--- config.mk ---
export PLATFORM = sky130hd
export DESIGN_NAME = scsa_ram
export DESIGN_NICKNAME = d
export VERILOG_FILES = /design/src/design/scsa_ram.sv
export SDC_FILE = /design/constraint.sdc
export NUM_CORES = 2
export LEC_CHECK = 0
export BUFFER_PORTS_ARGS = -buffer_cell sky130_fd_sc_hd__buf_2
export CAP_MARGIN = 20
export CELL_PAD_IN_SITES_DETAIL_PLACEMENT = 0
export CELL_PAD_IN_SITES_GLOBAL_PLACEMENT = 1
export CORE_AREA = 2 2 361 399
export DETAILED_ROUTE_END_ITERATION = 10
export DIE_AREA = 0 0 363 401
export PLACE_DENSITY = 0.75
export SLEW_MARGIN = 10
export SYNTH_ARGS = -nofsm -noshare
export SYNTH_HDL_FRONTEND = slang
export SYNTH_SLANG_ARGS = --single-unit
--- constraint.sdc ---
create_clock -name clk -period 4.5 [get_ports clk]
set_input_delay 0.45 -clock clk [delete_from_list [all_inputs] [get_ports clk]]
set_output_delay 0.45 -clock clk [all_outputs]
set_load 0.1 [all_outputs]
--- src/design/scsa_ram.sv ---
// Generic single write port RAM with registered read.
module scsa_ram #(
  parameter int WIDTH = 32,
  parameter int DEPTH = 64
) (
  input  logic                                  clk,
  input  logic                                  we,
  input  logic [(DEPTH > 1 ? $clog2(DEPTH) : 1)-1:0] waddr,
  input  logic [WIDTH-1:0]                      wdata,
  input  logic                                  re,
  input  logic [(DEPTH > 1 ? $clog2(DEPTH) : 1)-1:0] raddr,
  output logic [WIDTH-1:0]                      rdata
);

  logic [WIDTH-1:0] mem [DEPTH];

  always_ff @(posedge clk) begin
    if (we) begin
      mem[waddr] <= wdata;
    end
    if (re) begin
      rdata <= mem[raddr];
    end
  end

endmodule

Yosys cells after proc, flatten, opt, wreduce, memory -nomap -nowiden --
Memory sizes are Yosys's and may differ from the RTL's. A register that Yosys moved wholly into a read port is not among the register bits. Index checks and enable logic that the tools add are counted.
Word-level totals: flip-flop bits (word level) 0, RAM bits 2048, bits of input ports 47, output and inout port bits 32, word-level logic and storage cells 3, memories kept 1
Cells by class: muxes and demuxes 2
Memories:
- mem | depth 64, width 32, read ports 1, clocked after memory_dff 1, write ports 1, RTL line 15 | logic [WIDTH-1:0] mem [DEPTH];
Operators with widths (number):
- $mux 1 | 2

Logic depth before layout (Yosys ltp) --
depth after elaboration 2, depth in mapped cells 10, mapped depth without buffers 5

Worst setup path after synthesis --
OpenSTA, ideal clock, no wires.
path kind input to register, start in waddr[3] in the netlist's numbering, end mem mem[48][0] (enable), library setup time 0.461 ns, arrival 3.149 ns, data required time 4.039 ns, path slack 0.890 ns, stages on the path 4, path buffers 1, path through clkbuf_1 > nor2b_1 > nand4b_1 > nor3_1
RTL lines:
- start, declared | RTL line 8 | input logic [(DEPTH > 1 ? $clog2(DEPTH) : 1)-1:0] waddr,
- end, declared | RTL line 15
Straight into the memory's write port.

==> reports/metrics.cfg <==
[synthesis]
yosysTopAreaCell = edfxtp_1
synth.distinct_cells = 33
syn_nets = 3371
yosysWarnings = 0
synth_compound_area_share_pct = 1.67
synthArstFlopShare_pct = 0
syn_area_per_cell_sq_um = 23.7
synth-seq-cells = 2080
synth_top_area_share_pct = 79.2
yosysSeqAreaShare_pct = 79.2
synth_mux_area_share_pct = 16.7
synth-adder-area-share_pct = 0
synthCells = 3324
synthFlopType = edfxtp_1
synth_edf_count = 2080
synth_xor_area_share_pct = 0
synth_area_sq_um = 78800
yosys-top-cells-area = edfxtp_1 (79%), mux4_2 (16%), mux2i_1 (1.2%)
synthSimpleGateAreaFrac_pct = 1.26
synth_top_family_by_area = multiplexers

[drt]
via_per_inst = 6.68
drt_iter0_markers = 5559
route.detailed.drc = 0
routed_wl_mm = 201
final_antenna_net_count = 0
post_drt_wl_per_cell_microns = 35.9
dr.pass1.iters = 7
vias = 37400

[cells_and_area]
drive_above_1_share_pct = 30.6
final_area_sq_um = 88900
layout_commonest_cell = edfxtp_1
layout_common_cells = edfxtp_1 (2,080), mux4_2 (544), clkbuf_16 (195)
fin_util_pct = 62.9
final_cells = 5598
nNetsFinal = 3650
area_growth_pct = 12.7

[clock_tree]
cts.clk_slew.worst_paths_ns = 0.07
ctsResizeCount = 0
cts_sinks = 2080
cts-root-buf = clkbuf_16
numCtsBuffers = 191
cts.path.max_buffers = 3
clk_latency_ns = 0.83
cts_tree = yes
cts_setup_buffers = 0
postCtsHoldBufs = 0
ctsHtreeMaxLevel = 4

[power_and_ir_drop]
peakVddDrop_uv = 298
p_leak_nw = 27.7
power.total_mw = 39.5
p_per_area_nw_per_um2 = 445

[critical_path]
slowest_stage = o22ai_1
cp.depth = 7
rr_endpoint = rdata[23]
cp_cell_sequence = buf_8 > buf_12 > buf_12 > mux4_2 > mux4_2 > o22ai_1 > nor2_1
cp.arrival_ns = 3.63
cp_max_fo = 44
start_kind = input port
path_buf_inv = 3
crit_type = input port to flip-flop
rr_worst_depth = 4
slowest_delay_ns = 0.72
crit_start = raddr[0]
timing.rr.start = mem[51][23]
r2r_slack_ns = 1.74
cp.required_ns = 5.01
cpLargestDelayFamily = buffers and inverters
cp-end-kind = flip-flop
crit_end = rdata[23]

[sta]
skew_ns = 0.0306
tightest_slew_ns = 1.25
min_period_ns = 3.12
setup-violations-final = 0
timing.fmax_mhz = 320
final_max_slew_viol_count = 0
max-slew-margin-rel_pct = 16.4
fin_setup_tns_ns = 0
grt_setup_unrepaired = no
finalHoldViolations = 0
fin_crit_sh_pct = 69.4

[global_route]
grt_max_degree = 91
grt_pass1_wl_mm = 281
track_usage_pct = 28.0
grt_pass1_vias = 38100
antenna_found_initial = 17
globalRouteOverflowTotal = 0

[run]
drv_cap = 0

[placed_design]
port_buffers = 78
place_inst = 5245
dp_hpwl_mm = 112
gp_congestion = 0.839
dpl_cell_area_sq_um = 82800

[floorplanning]
coreArea_sq_um = 141000
die_area_sq_um = 146000
initial_core_util_pct = 55.8
die_h_microns = 401
rows = 145
io-pin-count = 79
dieWidth_microns = 363

[worst_hold_path]
hold_path.class = input port to flip-flop

[run_status]
run_status = complete, no violations

-- power by group --
| group | switching (mW) | leakage [nW] | internal [mW] | total, mW |
|---|---|---|---|---|
| logic | 1.52 | 6.04 | 0.745 | 2.27 |
| clock network | 6.92 | 2.94 | 8.74 | 15.7 |
| registers | 0.0872 | 18.7 | 21.5 | 21.6 |
| total | 8.53 | 27.7 | 31.0 | 39.5 |
-- metal layers --
layer / vias up / GRT usage, % / share of wire (%)
li1: 14900 / - / -
met2: 2305 / 43.7 / 48
met3: 306 / 7.00 / 12
met1: 19900 / 38.9 / 37
met5: - / 0 / 0.058
met4: 14 / 10.2 / 3.5
-- sequential cells by signal, summed over array words and instances (netlist names) --
signal / flops
mem: 2048
rdata: 32
-- final cells by class --
class	instances	area, sq um
clock buffers	232	5020
flip-flops and latches	2080	62500
fillers	9143	52500
multi-input cells	1062	16000
repair buffers	268	2100
clock inverters	115	1000
diodes	4	10.0
well taps	1837	2300
-- stage by stage --
stage	hold slack (ns)	setup WS [ns]
finish	0.0758	1.38
global route	0.0526	1.33
CTS	0.0130	1.38
detailed placement	0.898	0.540
global placement	0.847	0.573
floorplan	0.549	0.890
-- synth_stat cells, types with 5 or more instances --
cell type     n
edfxtp_1   2080
mux4_2      544
nor2_1      137
mux2i_1      93
o22ai_1      84
clkbuf_1     74
a21oi_1      62
buf_2        57
o221ai_1     27
nand2_1      26
buf_4        25
buf_1        21
nor2b_1      15
a22oi_1      12
a311oi_1      8
nand2b_1      8
nor3_1        7
buf_6         5
nand3_1       5
nand3b_1      5
-- cell families after synthesis --
group	Yosys count
flip-flops	2080
multiplexers	637
AND/OR/NAND/NOR	223
AO/OA/AOI/OAI	202
buffers and inverters	182
-- worst min-delay path by stage --
stage,startpoint,endpoint,slack (ns),cells after the start
finish,wdata[9],mem[7][9],0.08,1
global placement,mem[12][17],rdata[17],0.85,4
global route,wdata[9],mem[9][9],0.05,1
detailed placement,wdata[9],mem[15][9],0.90,1
CTS,wdata[9],mem[7][9],0.01,1
floorplan,wdata[0],mem[0][0],0.55,0
No activity file was read; power rests on OpenSTA's default activity.
