**src/design/scsa_rem_div.sv**
```systemverilog
// Bit-serial restoring remainder unit, one numerator bit per cycle.
module scsa_rem_div #(
  parameter int NW = 32,
  parameter int DW = 10
) (
  input  logic          clk,
  input  logic          rst_n,
  input  logic          start,
  input  logic [NW-1:0] num,
  input  logic [DW-1:0] den,
  output logic          done,
  output logic [DW-1:0] rem
);

  localparam int CNTW = $clog2(NW + 1);

  logic [NW-1:0]   num_r, num_nxt;
  logic [DW-1:0]   den_r, den_nxt;
  logic [DW-1:0]   rem_r, rem_nxt;
  logic [CNTW-1:0] cnt_r, cnt_nxt;
  logic            busy_r, busy_nxt;
  logic            done_r, done_nxt;
  logic [DW:0]     trial;

  always_comb begin
    num_nxt  = num_r;
    den_nxt  = den_r;
    rem_nxt  = rem_r;
    cnt_nxt  = cnt_r;
    busy_nxt = busy_r;
    done_nxt = 1'b0;
    trial    = {rem_r, num_r[NW-1]};
    if (start) begin
      num_nxt  = num;
      den_nxt  = den;
      rem_nxt  = '0;
      cnt_nxt  = CNTW'(NW);
      busy_nxt = 1'b1;
    end else if (busy_r) begin
      num_nxt = {num_r[NW-2:0], 1'b0};
      if (trial >= {1'b0, den_r}) begin
        rem_nxt = DW'(trial - {1'b0, den_r});
      end else begin
        rem_nxt = DW'(trial);
      end
      cnt_nxt = cnt_r - 1'b1;
      if (cnt_r == CNTW'(1)) begin
        busy_nxt = 1'b0;
        done_nxt = 1'b1;
      end
    end
  end

  always_ff @(posedge clk) begin
    if (!rst_n) begin
      busy_r <= 1'b0;
      done_r <= 1'b0;
      cnt_r  <= '0;
    end else begin
      busy_r <= busy_nxt;
      done_r <= done_nxt;
      cnt_r  <= cnt_nxt;
    end
    num_r <= num_nxt;
    den_r <= den_nxt;
    rem_r <= rem_nxt;
  end

  assign done = done_r;
  assign rem  = rem_r;

endmodule

```
**config.mk**
```make
export PLATFORM = sky130hd
export DESIGN_NAME = scsa_rem_div
export DESIGN_NICKNAME = d
export VERILOG_FILES = /design/src/design/scsa_rem_div.sv
export SDC_FILE = /design/constraint.sdc
export NUM_CORES = 1
export LEC_CHECK = 0
export BUFFER_PORTS_ARGS = -buffer_cell sky130_fd_sc_hd__buf_4
export CAP_MARGIN = 20
export CELL_PAD_IN_SITES_DETAIL_PLACEMENT = 0
export CELL_PAD_IN_SITES_GLOBAL_PLACEMENT = 1
export CORE_ASPECT_RATIO = 0.75
export CORE_MARGIN = 2
export CORE_UTILIZATION = 41
export DETAILED_ROUTE_END_ITERATION = 8
export PLACE_DENSITY = 0.85
export SLEW_MARGIN = 20
export SYNTH_ARGS = -nofsm -noshare
export SYNTH_HDL_FRONTEND = slang
export SYNTH_SLANG_ARGS = --single-unit
```
**constraint.sdc**
```tcl
create_clock -name clk -period 3.9 [get_ports clk]
set_input_delay 0.78 -clock clk [delete_from_list [all_inputs] [get_ports clk]]
set_output_delay 0.78 -clock clk [all_outputs]
set_load 0.1 [all_outputs]
```
# Yosys cells after proc, flatten, opt, wreduce, memory -nomap -nowiden
# Index checks and enable logic that the tools add are counted.
[word_totals]
ff_bits = 60
ramBits = 0
output_inout_bits = 11
latchBits = 0
wordCells = 25
mem_bits_ro = 0
mem_count = 0
[op_classes]
order_cmp = 1
n_eq_ne = 1
div_mod_pow = 0
multipliers = 0
shift = 0
bitwise = 2
reduce_logical = 3
n_mux = 9
add_sub_neg = 2
[op_table]
columns = ["op", "n"]
rows = [
  ["32-bit two-way mux", 2],
  ["6-bit two-way mux", 2],
  ["11-bit by 10-bit >= comparator with 1-bit output", 1],
  ["10-bit two-way mux", 1],
  ["10-bit subtractor", 1],
  ["6-bit by 1-bit == test with 1-bit output (second input constant)", 1],
  ["6-bit by 1-bit subtractor with 6-bit output (second input constant)", 1],
  ["1-bit two-way mux", 4],
  ["3-bit OR reduction", 1],
  ["1-bit inverter", 2],
  ["2-bit nonzero test", 1],
  ["2-bit OR reduction", 1],
]

# Depth between registers and ports, before layout
# Gate-level depths: netlist of the first run.
[depth]
depth_word = 4
depth_mapped = 10
mapped_depth_nobuf = 10

# Worst setup path after synthesis of the first run
# Ideal clock, no wire load.
[synth_timing]
kind = "register to register"
startpoint = "register rem_r[1] (netlist: rem[1])"
endpoint = "register rem_r[1] (netlist: rem[1])"
slack_ns = 1.042
arrival_ns = 2.773
path_buffers = 1
synth_period_minus_slack_ns = 2.858
stages_incl_launch_ff = 9
cell_sequence = "dfxtp_1 > ha_1 > o211ai_2 > a21oi_2 > o41ai_2 > a41oi_2 > buf_4 > mux2i_1 > a211oi_1"
[synth_via]
elab_chain_cells = 2
[synth_rtl]
columns = ["item", "line_no", "source"]
rows = [
  ["from (decl)", "19", "logic [DW-1:0] rem_r, rem_nxt;"],
  ["from (signal assigned)", "66", "rem_r <= rem_nxt;"],
  ["11-bit by 10-bit >= comparator with 1-bit output", "41", "if (trial >= {1'b0, den_r}) begin"],
  ["10-bit two-way mux", "41", ""],
]
# No other way between the ends.
# A chain may end at the register's enable or synchronous reset.

# Worst setup path in the final report of the first run
[layout_timing]
startpoint = "register den_r[2]"
endpoint = "register rem_r[0] (netlist: rem[0])"
[layout_via]
elab_chain_cells = 2
[layout_rtl]
columns = ["item", "line_no", "source"]
rows = [
  ["from (decl)", "18", "logic [DW-1:0] den_r, den_nxt;"],
  ["from (signal assigned)", "65", "den_r <= den_nxt;"],
  ["11-bit by 10-bit >= comparator with 1-bit output", "41", ""],
  ["10-bit two-way mux", "41", ""],
]
# No other way between the ends.

==> implementation parameters, run 1 <==
Parameter                              Value

Status
  Status ... complete, no violations

Global routing
  Number of antenna violations at the first check in global routing ... 0
  Global router's overall resource usage ... 15.5%
  Global-route wire length before repair ... 9160 um
  Number of global-route vias before repair ... 1922
  Met2 usage ... between 20% and 30%
  Maximum number of pins on one net before global-route repair ... 42
  Total global routing overflow ... 0
  Global routing met1 resource utilization ... 21.7%
  Most Crowded Layer GR ... met1
  Met3 capacity usage during global routing ... 5.93%

Clocking
  Resized cells post-CTS ... 0
  Clock tree from TritonCTS ... yes
  Master cell of the clock root buffer ... sky130_fd_sc_hd__clkbuf_8
  Longest Clk Path Bufs ... 2
  Clk_lat worst skew ... 0.33 ns
  Total clock sinks ... 60
  Count of buffers added by post-CTS timing repair for setup ... 0
  Total of hold buffers inserted after clock tree synthesis ... 0
  Number of CTS-inserted buffers ... 9
  Clock slew at the register clock pins of the worst setup and hold paths ... 0.07 ns
  H-tree depth ... 3

Yosys
  Distinct cell type count after synthesis ... 40
  Seq cells post-synth ... 60
  Syn Nets ... around 290
  Count of flip-flops with a built-in enable after synthesis ... 42
  Share of synthesized flip-flops with an asynchronous set or reset ... 0%
  Dominant register cell in the synthesized netlist ... sky130_fd_sc_hd__edfxtp_1
  Fraction of the yosys area taken by sequential cells ... 56.1%
  Instance count of the mapped netlist ... 233
  Warnings, synthesis ... 0
  Mean post-synth cell area ... 12.4 um2
  Area of the mapped netlist ... a little under 3000 um2

Floorplan
  Placeable core region ... a little under 7000 um2
  Effective utilization at floorplan ... a little over two fifths
  Number of rows in the core area ... 26
  Boundary pin count ... 56
  Floorplan die area ... ~7800 um2
  Die Wd ... 101 um
  DIE HEIGHT ... ~77 um

Final layout
  Number of filler cells placed in the layout ... 606
  Number of antenna diodes ... 0
  Final Net Count ... 350
  Non-filler cells, final ... 381
  Synthesis-to-finish area growth ... 23.7%
  Share of layout cells above drive strength 1 ... 37.0%
  Core utilization of the finished layout ... 52.4%

Critical path
  CP Data Required Time ... 4.16 ns
  Nature of the critical path startpoint ... flop
  Critical R2R Launch ... den_r[2]$_DFFE_PP_
  Setup slack, reg-to-reg ... 1.22 ns
  First element of the critical path ... den_r[2]$_DFFE_PP_
  Crit Path Category ... flop to flop
  Endpoint of the most critical setup path ... rem[0]$_SDFFE_PP0P_
  Arrival time at the worst endpoint ... 2.94 ns
  Length in cells of the worst reg-to-reg path ... 8
  Worst-path maximum fanout ... 12
  Type of element capturing the critical path ... flop
  Critical R2R Capture ... rem[0]$_SDFFE_PP0P_

Power and ir drop
  Net switching fraction of the power ... around 27%
  Clock share of power ... roughly a third
  Sequential group share of total power ... 48.5%
  IR Drop Worst-Case VDD ... 0.205 mV
  Relative contribution of combinational cells to total power ... between 10% and 20%
  Reported net switching power ... 0.432 mW
  Leakage power summed over all cells ... approximately 1.5 nW
  Cell internal power dissipation ... 1.16 mW
  PwrDens ... 446 nW/um2
  Overall power of the completed layout ... 1.60 mW

Placement
  Count of port buffers added during placement ... 55
  Final GP Congestion ... 0.822
  Half-perimeter wire length after placement ... 3770 um
  Pre-CTS worst setup slack ... approximately 1.3 ns
  Cell count after placement ... around 370

Routing
  Routed via count ... 1932
  Post-detailed-route DRC marker count ... 0
  Average wire per cell in the routed design ... 14.2 um
  Routed wire length ... 5400 um
  DRT iter0 DRCs ... approximately 70
  Post-detailed-route count of antenna-violating nets ... 0
  Via-to-Cell Ratio ... 5.07
  Initial DRT Pass Iterations ... 5

Timing
  Peak clock frequency supported by timing ... 0.374 GHz
  Worst slew pin tran ... 0.749 ns
  Worst slew margin relative to its limit ... 50.0%
  Total count of hold-check failures in the final report ... 0
  Total setup violations reported at the end of the flow ... 0
  Post-Route Setup TNS ... 0 ns
  Crit path time final ... 2.68 ns
  Final worst slack ... 1.22 ns
  Setup repair after global routing missed its margin ... no
  Final worst path period share ... 68.6%
  Slew Viols, Final ... 0
  Max Clock Skew ... 0.00738 ns

Run
  Max-cap viol count ... 0

Hold path
  Classification of the worst-slack hold path ... flop to flop
## layer usage
metal	part of all wire (%)	vias up
met1	49	912
met4	1.4	0
met3	5.3	8
met5	0	-
met2	44	48
li1	-	964
## cell usage in the layout, fill, tap and decap left out, types with 2 or more instances in the layout
cell	n
sky130_fd_sc_hd__inv_1	18
sky130_fd_sc_hd__buf_4	57
sky130_fd_sc_hd__clkinvlp_4	2
sky130_fd_sc_hd__nand4_1	2
sky130_fd_sc_hd__a211oi_1	4
sky130_fd_sc_hd__mux2_2	31
sky130_fd_sc_hd__xor2_1	5
sky130_fd_sc_hd__mux2i_1	5
sky130_fd_sc_hd__o311a_1	2
sky130_fd_sc_hd__a31oi_1	2
sky130_fd_sc_hd__clkinv_2	2
sky130_fd_sc_hd__a21oi_1	8
sky130_fd_sc_hd__nor2_1	17
sky130_fd_sc_hd__xnor2_1	5
sky130_fd_sc_hd__nand2b_1	4
sky130_fd_sc_hd__dfxtp_1	18
sky130_fd_sc_hd__ha_1	12
sky130_fd_sc_hd__o21ai_0	9
sky130_fd_sc_hd__or3_1	2
sky130_fd_sc_hd__clkbuf_8	9
sky130_fd_sc_hd__nand2_1	14
sky130_fd_sc_hd__nor3_1	5
sky130_fd_sc_hd__edfxtp_1	42
sky130_fd_sc_hd__and2_1	2
## cell type report
type	count	area [um2]	area share (%)
Inverter	18	67.6	1.89
Timing Repair Buffer	57	428	12.0
Tap cell	84	105	2.94
Multi-Input combinational cell	146	1160	32.6
Clock buffer	9	124	3.46
Sequential cell	60	1620	45.3
Clock inverter	7	67.6	1.89
## synth_stat cells (4+ instances only)
master	instances	area (um2)
sky130_fd_sc_hd__o21ai_0	9	45.0
sky130_fd_sc_hd__inv_1	18	67.6
sky130_fd_sc_hd__ha_1	12	150
sky130_fd_sc_hd__edfxtp_1	42	1260
sky130_fd_sc_hd__mux2i_1	5	50.1
sky130_fd_sc_hd__dfxtp_1	18	360
sky130_fd_sc_hd__clkbuf_1	7	26.3
sky130_fd_sc_hd__a211oi_1	4	30.0
sky130_fd_sc_hd__mux2_2	31	349
sky130_fd_sc_hd__xnor2_1	5	43.8
sky130_fd_sc_hd__nand2_1	14	52.6
sky130_fd_sc_hd__xor2_1	5	43.8
sky130_fd_sc_hd__nand2b_1	4	25.0
sky130_fd_sc_hd__a21oi_1	8	40.0
sky130_fd_sc_hd__nor3_1	5	25.0
sky130_fd_sc_hd__nor2_1	17	63.8
## flip-flops by register name (all words and copies together), names as in the netlist
register  flops
num_r        32
den_r        10
rem          10
cnt_r         6
busy_r        1
done          1
## worst max-delay path, cell delays in order (launching register included)
cell and delay [ns]:
sky130_fd_sc_hd__edfxtp_1 0.38, sky130_fd_sc_hd__inv_1 0.07, sky130_fd_sc_hd__ha_1 0.28, sky130_fd_sc_hd__o211ai_2 0.18
sky130_fd_sc_hd__a21oi_2 0.08, sky130_fd_sc_hd__o41ai_2 0.47, sky130_fd_sc_hd__a41oi_2 0.49, sky130_fd_sc_hd__mux2_4 0.44
sky130_fd_sc_hd__a211oi_2 0.20
## power groups by stage
stage	logic, mW	clock network [mW]	registers (mW)
after floorplan	0.161	0	0.827
after global placement	0.282	0	0.786
after detailed placement	0.287	0	0.787
after CTS	0.288	0.557	0.774
after global routing	0.315	0.584	0.781
final	0.286	0.536	0.773
## how the worst min path moves through the flow
| stage | endpoint | cells after the start | slack (ns) | startpoint |
|---|---|---|---|---|
| after floorplan | cnt_r[0]$_SDFFE_PP0P_ | 2 | 0.45 | cnt_r[0]$_SDFFE_PP0P_ |
| after global placement | cnt_r[0]$_SDFFE_PP0P_ | 2 | 0.47 | cnt_r[0]$_SDFFE_PP0P_ |
| after detailed placement | cnt_r[0]$_SDFFE_PP0P_ | 2 | 0.47 | cnt_r[0]$_SDFFE_PP0P_ |
| after CTS | cnt_r[0]$_SDFFE_PP0P_ | 2 | 0.48 | cnt_r[0]$_SDFFE_PP0P_ |
| after global routing | cnt_r[0]$_SDFFE_PP0P_ | 2 | 0.54 | cnt_r[0]$_SDFFE_PP0P_ |
| final | cnt_r[0]$_SDFFE_PP0P_ | 2 | 0.48 | cnt_r[0]$_SDFFE_PP0P_ |
## cells by family after synthesis
| family | count (synthesis) | share of synthesized area, % |
|---|---|---|
| muxes | 37 | 14.3 |
| adders and majority gates | 13 | 5.88 |
| DFF | 60 | 56.1 |
| buffers and inverters | 27 | 3.68 |
| xor gates and xnor gates | 10 | 3.03 |
| AOI/OAI and AO/OA | 37 | 9.39 |
| and+or+nand+nor | 49 | 7.66 |
## stage by stage
step                      hold WS (ns)  area [um2]
after floorplan                  0.454        2890
after global placement           0.468        3390
after detailed placement         0.471        3390
after CTS                        0.481        3580
after global routing             0.539        3580
final                            0.480        3580
Power figures use the tool's default switching activity.
==> run 2, diff against run 1 <==
--- a/config.mk
+++ b/config.mk
@@ -5,6 +5,7 @@
 export SDC_FILE = /design/constraint.sdc
 export NUM_CORES = 1
 export LEC_CHECK = 0
+export ABC_AREA = 1
 export BUFFER_PORTS_ARGS = -buffer_cell sky130_fd_sc_hd__buf_4
 export CAP_MARGIN = 20
 export CELL_PAD_IN_SITES_DETAIL_PLACEMENT = 0
@@ -13,7 +14,7 @@
 export CORE_MARGIN = 2
 export CORE_UTILIZATION = 41
 export DETAILED_ROUTE_END_ITERATION = 8
-export PLACE_DENSITY = 0.85
+export PLACE_DENSITY = 0.89
 export SLEW_MARGIN = 20
 export SYNTH_ARGS = -nofsm -noshare
 export SYNTH_HDL_FRONTEND = slang
==> constraint.sdc (replaced) <==
create_clock -name clk -period 2.65 [get_ports clk]
set_input_delay 0.53 -clock clk [delete_from_list [all_inputs] [get_ports clk]]
set_output_delay 0.53 -clock clk [all_outputs]
set_load 0.1 [all_outputs]
==> implementation parameters, run 2 <==
Parameter                              Value

Floorplan
  Boundary pin count ... 56
  Number of rows in the core area ... 27
  Effective utilization at floorplan ... 42.3%
  Die Wd ... 105 um
  Placeable core region ... 7360 um2
  DIE HEIGHT ... between 70 and 80 um
  Floorplan die area ... ~8300 um2

Yosys
  Share of synthesized flip-flops with an asynchronous set or reset ... 0%
  Seq cells post-synth ... 60
  Distinct cell type count after synthesis ... 29
  Warnings, synthesis ... 0
  Area of the mapped netlist ... 3110 um2
  Count of flip-flops with a built-in enable after synthesis ... 42
  Mean post-synth cell area ... 8.24 um2
  Instance count of the mapped netlist ... 378
  Fraction of the yosys area taken by sequential cells ... 52.1%
  Area share of the largest cell type after synthesis ... 40.5%
  Top cells by area, synth ... sky130_fd_sc_hd__edfxtp_1 40%, sky130_fd_sc_hd__nand2_1 19%, sky130_fd_sc_hd__dfxtp_1 12%
  Dominant register cell in the synthesized netlist ... sky130_fd_sc_hd__edfxtp_1
  Most frequent cells after synthesis ... 161 x sky130_fd_sc_hd__nand2_1, 42 x sky130_fd_sc_hd__edfxtp_1, 42 x sky130_fd_sc_hd__inv_1, 27 x sky130_fd_sc_hd__nand3_1, 18 x sky130_fd_sc_hd__dfxtp_1
  Biggest area consumer among synthesized cells ... sky130_fd_sc_hd__edfxtp_1
  Most repeated cell in the gate-level netlist after synthesis ... sky130_fd_sc_hd__nand2_1
  Syn Nets ... 436

Timing
  Worst slew margin relative to its limit ... 39.7%
  Total count of hold-check failures in the final report ... 0
  Final worst path period share ... slightly below 70%
  Max Clock Skew ... 0.00689 ns
  Peak clock frequency supported by timing ... approximately 0.55 GHz
  Setup repair after global routing missed its margin ... no
  Total setup violations reported at the end of the flow ... 0
  Slew Viols, Final ... 0
  Worst slew pin tran ... 0.903 ns
  Crit path time final ... 1.83 ns
  Post-Route Setup TNS ... 0 ns

Final layout
  Number of flip-flops in the largest register ... 32
  Commonest cells after routing, fill and taps aside ... 161 x sky130_fd_sc_hd__nand2_1, 60 x sky130_fd_sc_hd__buf_4, 42 x sky130_fd_sc_hd__inv_1, 42 x sky130_fd_sc_hd__edfxtp_1, 27 x sky130_fd_sc_hd__nand3_1
  Most common library cell in the layout ignoring fill and taps ... sky130_fd_sc_hd__nand2_1
  Area of all sequential standard cells ... about 1600 um2
  Final Net Count ... around 500
  Synthesis-to-finish area growth ... 24.1%
  Number of antenna diodes ... 0
  Register with the highest flop count ... num_r
  Share of layout cells above drive strength 1 ... roughly a fifth
  Number of filler cells placed in the layout ... 725
  Layout Cell Area excl Fill ... 3860 um2
  Area of combinational cells with multiple inputs ... between 1000 and 1500 um2

Clocking
  H-tree depth ... 3
  Clock tree from TritonCTS ... yes
  Number of CTS-inserted buffers ... 9
  Count of buffers added by post-CTS timing repair for setup ... 0
  Clk_lat worst skew ... 0.34 ns
  Resized cells post-CTS ... 0
  Clock slew at the register clock pins of the worst setup and hold paths ... about 0.07 ns
  Total of hold buffers inserted after clock tree synthesis ... 0
  Longest Clk Path Bufs ... 2
  Master cell of the clock root buffer ... sky130_fd_sc_hd__clkbuf_8
  Total clock sinks ... 60

Global routing
  Global router's overall resource usage ... between 15 and 20%
  Number of antenna violations at the first check in global routing ... 0
  Global-route wire length before repair ... around 12000 um
  Most Crowded Layer GR ... met2
  Maximum number of pins on one net before global-route repair ... 44
  Total global routing overflow ... 0
  Number of global-route vias before repair ... 2436
  Global routing met1 resource utilization ... about 26%
  Met2 usage ... 25.8%
  Met3 capacity usage during global routing ... 5.63%

Power and ir drop
  Overall power of the completed layout ... 2.42 mW
  IR Drop Worst-Case VDD ... 0.284 mV
  PwrDens ... 626 nW/um2
  Leakage power summed over all cells ... 1.91 nW

Run
  Max-cap viol count ... 0

Routing
  Average wire per cell in the routed design ... between 10 and 15 um
  Routed via count ... around 2500
  Via-to-Cell Ratio ... 4.62
  Post-detailed-route count of antenna-violating nets ... 0
  Initial DRT Pass Iterations ... 4
  DRT iter0 DRCs ... between 150 and 200
  Post-detailed-route DRC marker count ... 0
  Routed wire length ... 6780 um

Critical path
  Critical path cell sequence ... inv_1, ha_1, inv_1, fa_1, nand3_1, nand2_1, nand3_1, nand2_1, nand2_1, nand3_1, nand3_1, nand2_1
  Setup slack, reg-to-reg ... roughly 0.8 ns
  Crit Path Category ... flop to flop
  Nature of the critical path startpoint ... flop
  CP Data Required Time ... approximately 2.9 ns
  Critical R2R Launch ... num_r[31]$_DFFE_PP_
  Worst-path maximum fanout ... 3
  Type of element capturing the critical path ... flop
  Maximum cell stage delay along the critical path ... 0.40 ns
  First element of the critical path ... num_r[31]$_DFFE_PP_
  Slowest CP cell ... sky130_fd_sc_hd__fa_1
  Critical R2R Capture ... rem[6]$_SDFFE_PP0P_
  Length in cells of the worst reg-to-reg path ... 12
  Endpoint of the most critical setup path ... rem[6]$_SDFFE_PP0P_
  Arrival time at the worst endpoint ... 2.07 ns

Status
  Status ... complete, no violations

Placement
  Count of port buffers added during placement ... 55
  Final GP Congestion ... ~0.86
  Post-detailed-placement cell area ... around 3600 um2
  Half-perimeter wire length after placement ... 4740 um

Hold path
  Classification of the worst-slack hold path ... input pin to flop
## run 2: cell types whose count changed after synthesis, sizes merged, moves of 3 or more
cell and delta:
nand3 +27, nand2 +152, mux2i -5, nand2b -4
nand4 +10, o21ai -8, inv +29, buf +5
xor2 -4, a211oi -3, mux2 -32
## run 2: logic make-up (layout without fill, tap and decap cells)
group           count (synthesis)  after routing  share of synthesized area [%]
fa+ha+maj                      13             13                           5.46
xor+xnor                        4              4                           1.13
buf+inv                        59            123                           7.79
compound gates                 12             12                           2.29
simple gates                  230            230                           31.3
flops                          60             60                           52.1
## run 2: area by class of cell
class / count / share of cell area, %
Clock buffer: 10 / 3.30
Clock inverter: 6 / 2.88
Inverter: 47 / 4.57
Multi-Input combinational cell: 259 / 32.4
Sequential cell: 60 / 42.0
Tap cell: 101 / 3.27
Timing Repair Buffer: 60 / 11.7
## run 2: report_power, final
group,internal (mW),switching [mW]
Combinational,0.118,0.177
Sequential,1.09,0.0283
Clock,0.627,0.378
## run 2: critical path: cells and delay by family (launching register included)
family	cells	cell delay, ns
simple gates	8	0.66
flops	1	0.38
fa+ha+maj	2	0.54
buf+inv	2	0.15
## run 2: per-stage QoR
step / utilization, % / std cells / hold slack, ns / setup WS [ns]
finish: 52.5 / 543 / 0.359 / 0.816
global route: 52.5 / 543 / 0.343 / 0.629
CTS: 52.5 / 543 / 0.339 / 0.813
detailed placement: 49.2 / 527 / 0.480 / 0.644
global placement: 49.2 / 527 / 0.474 / 0.694
floorplan: - / 378 / 0.460 / 0.413
## run 2: worst min path at each step
| stage | start | endpoint | depth (start not counted) |
|---|---|---|---|
| 2_1_floorplan | cnt_r[5]$_SDFFE_PN0P_ | cnt_r[5]$_SDFFE_PN0P_ | 2 |
| 3_3_place_gp | cnt_r[3]$_SDFFE_PP0P_ | cnt_r[3]$_SDFFE_PP0P_ | 2 |
| 3_5_place_dp | rem[5]$_SDFFE_PP0P_ | rem[5]$_SDFFE_PP0P_ | 2 |
| 4_1_cts | den[4] | den_r[4]$_DFFE_PP_ | 1 |
| 5_1_grt | den[4] | den_r[4]$_DFFE_PP_ | 1 |
| 6_report | den[4] | den_r[4]$_DFFE_PP_ | 1 |
## run 2: layer usage
metal  routed length (um)  share of wire (%)  vias to the layer above
met5                    0                  0                        -
met1                 3410                 50                     1106
li1                     -                  -                     1324
met4                   65               0.96                        0
met2                 2820                 42                       69
met3                  485                7.2                        7
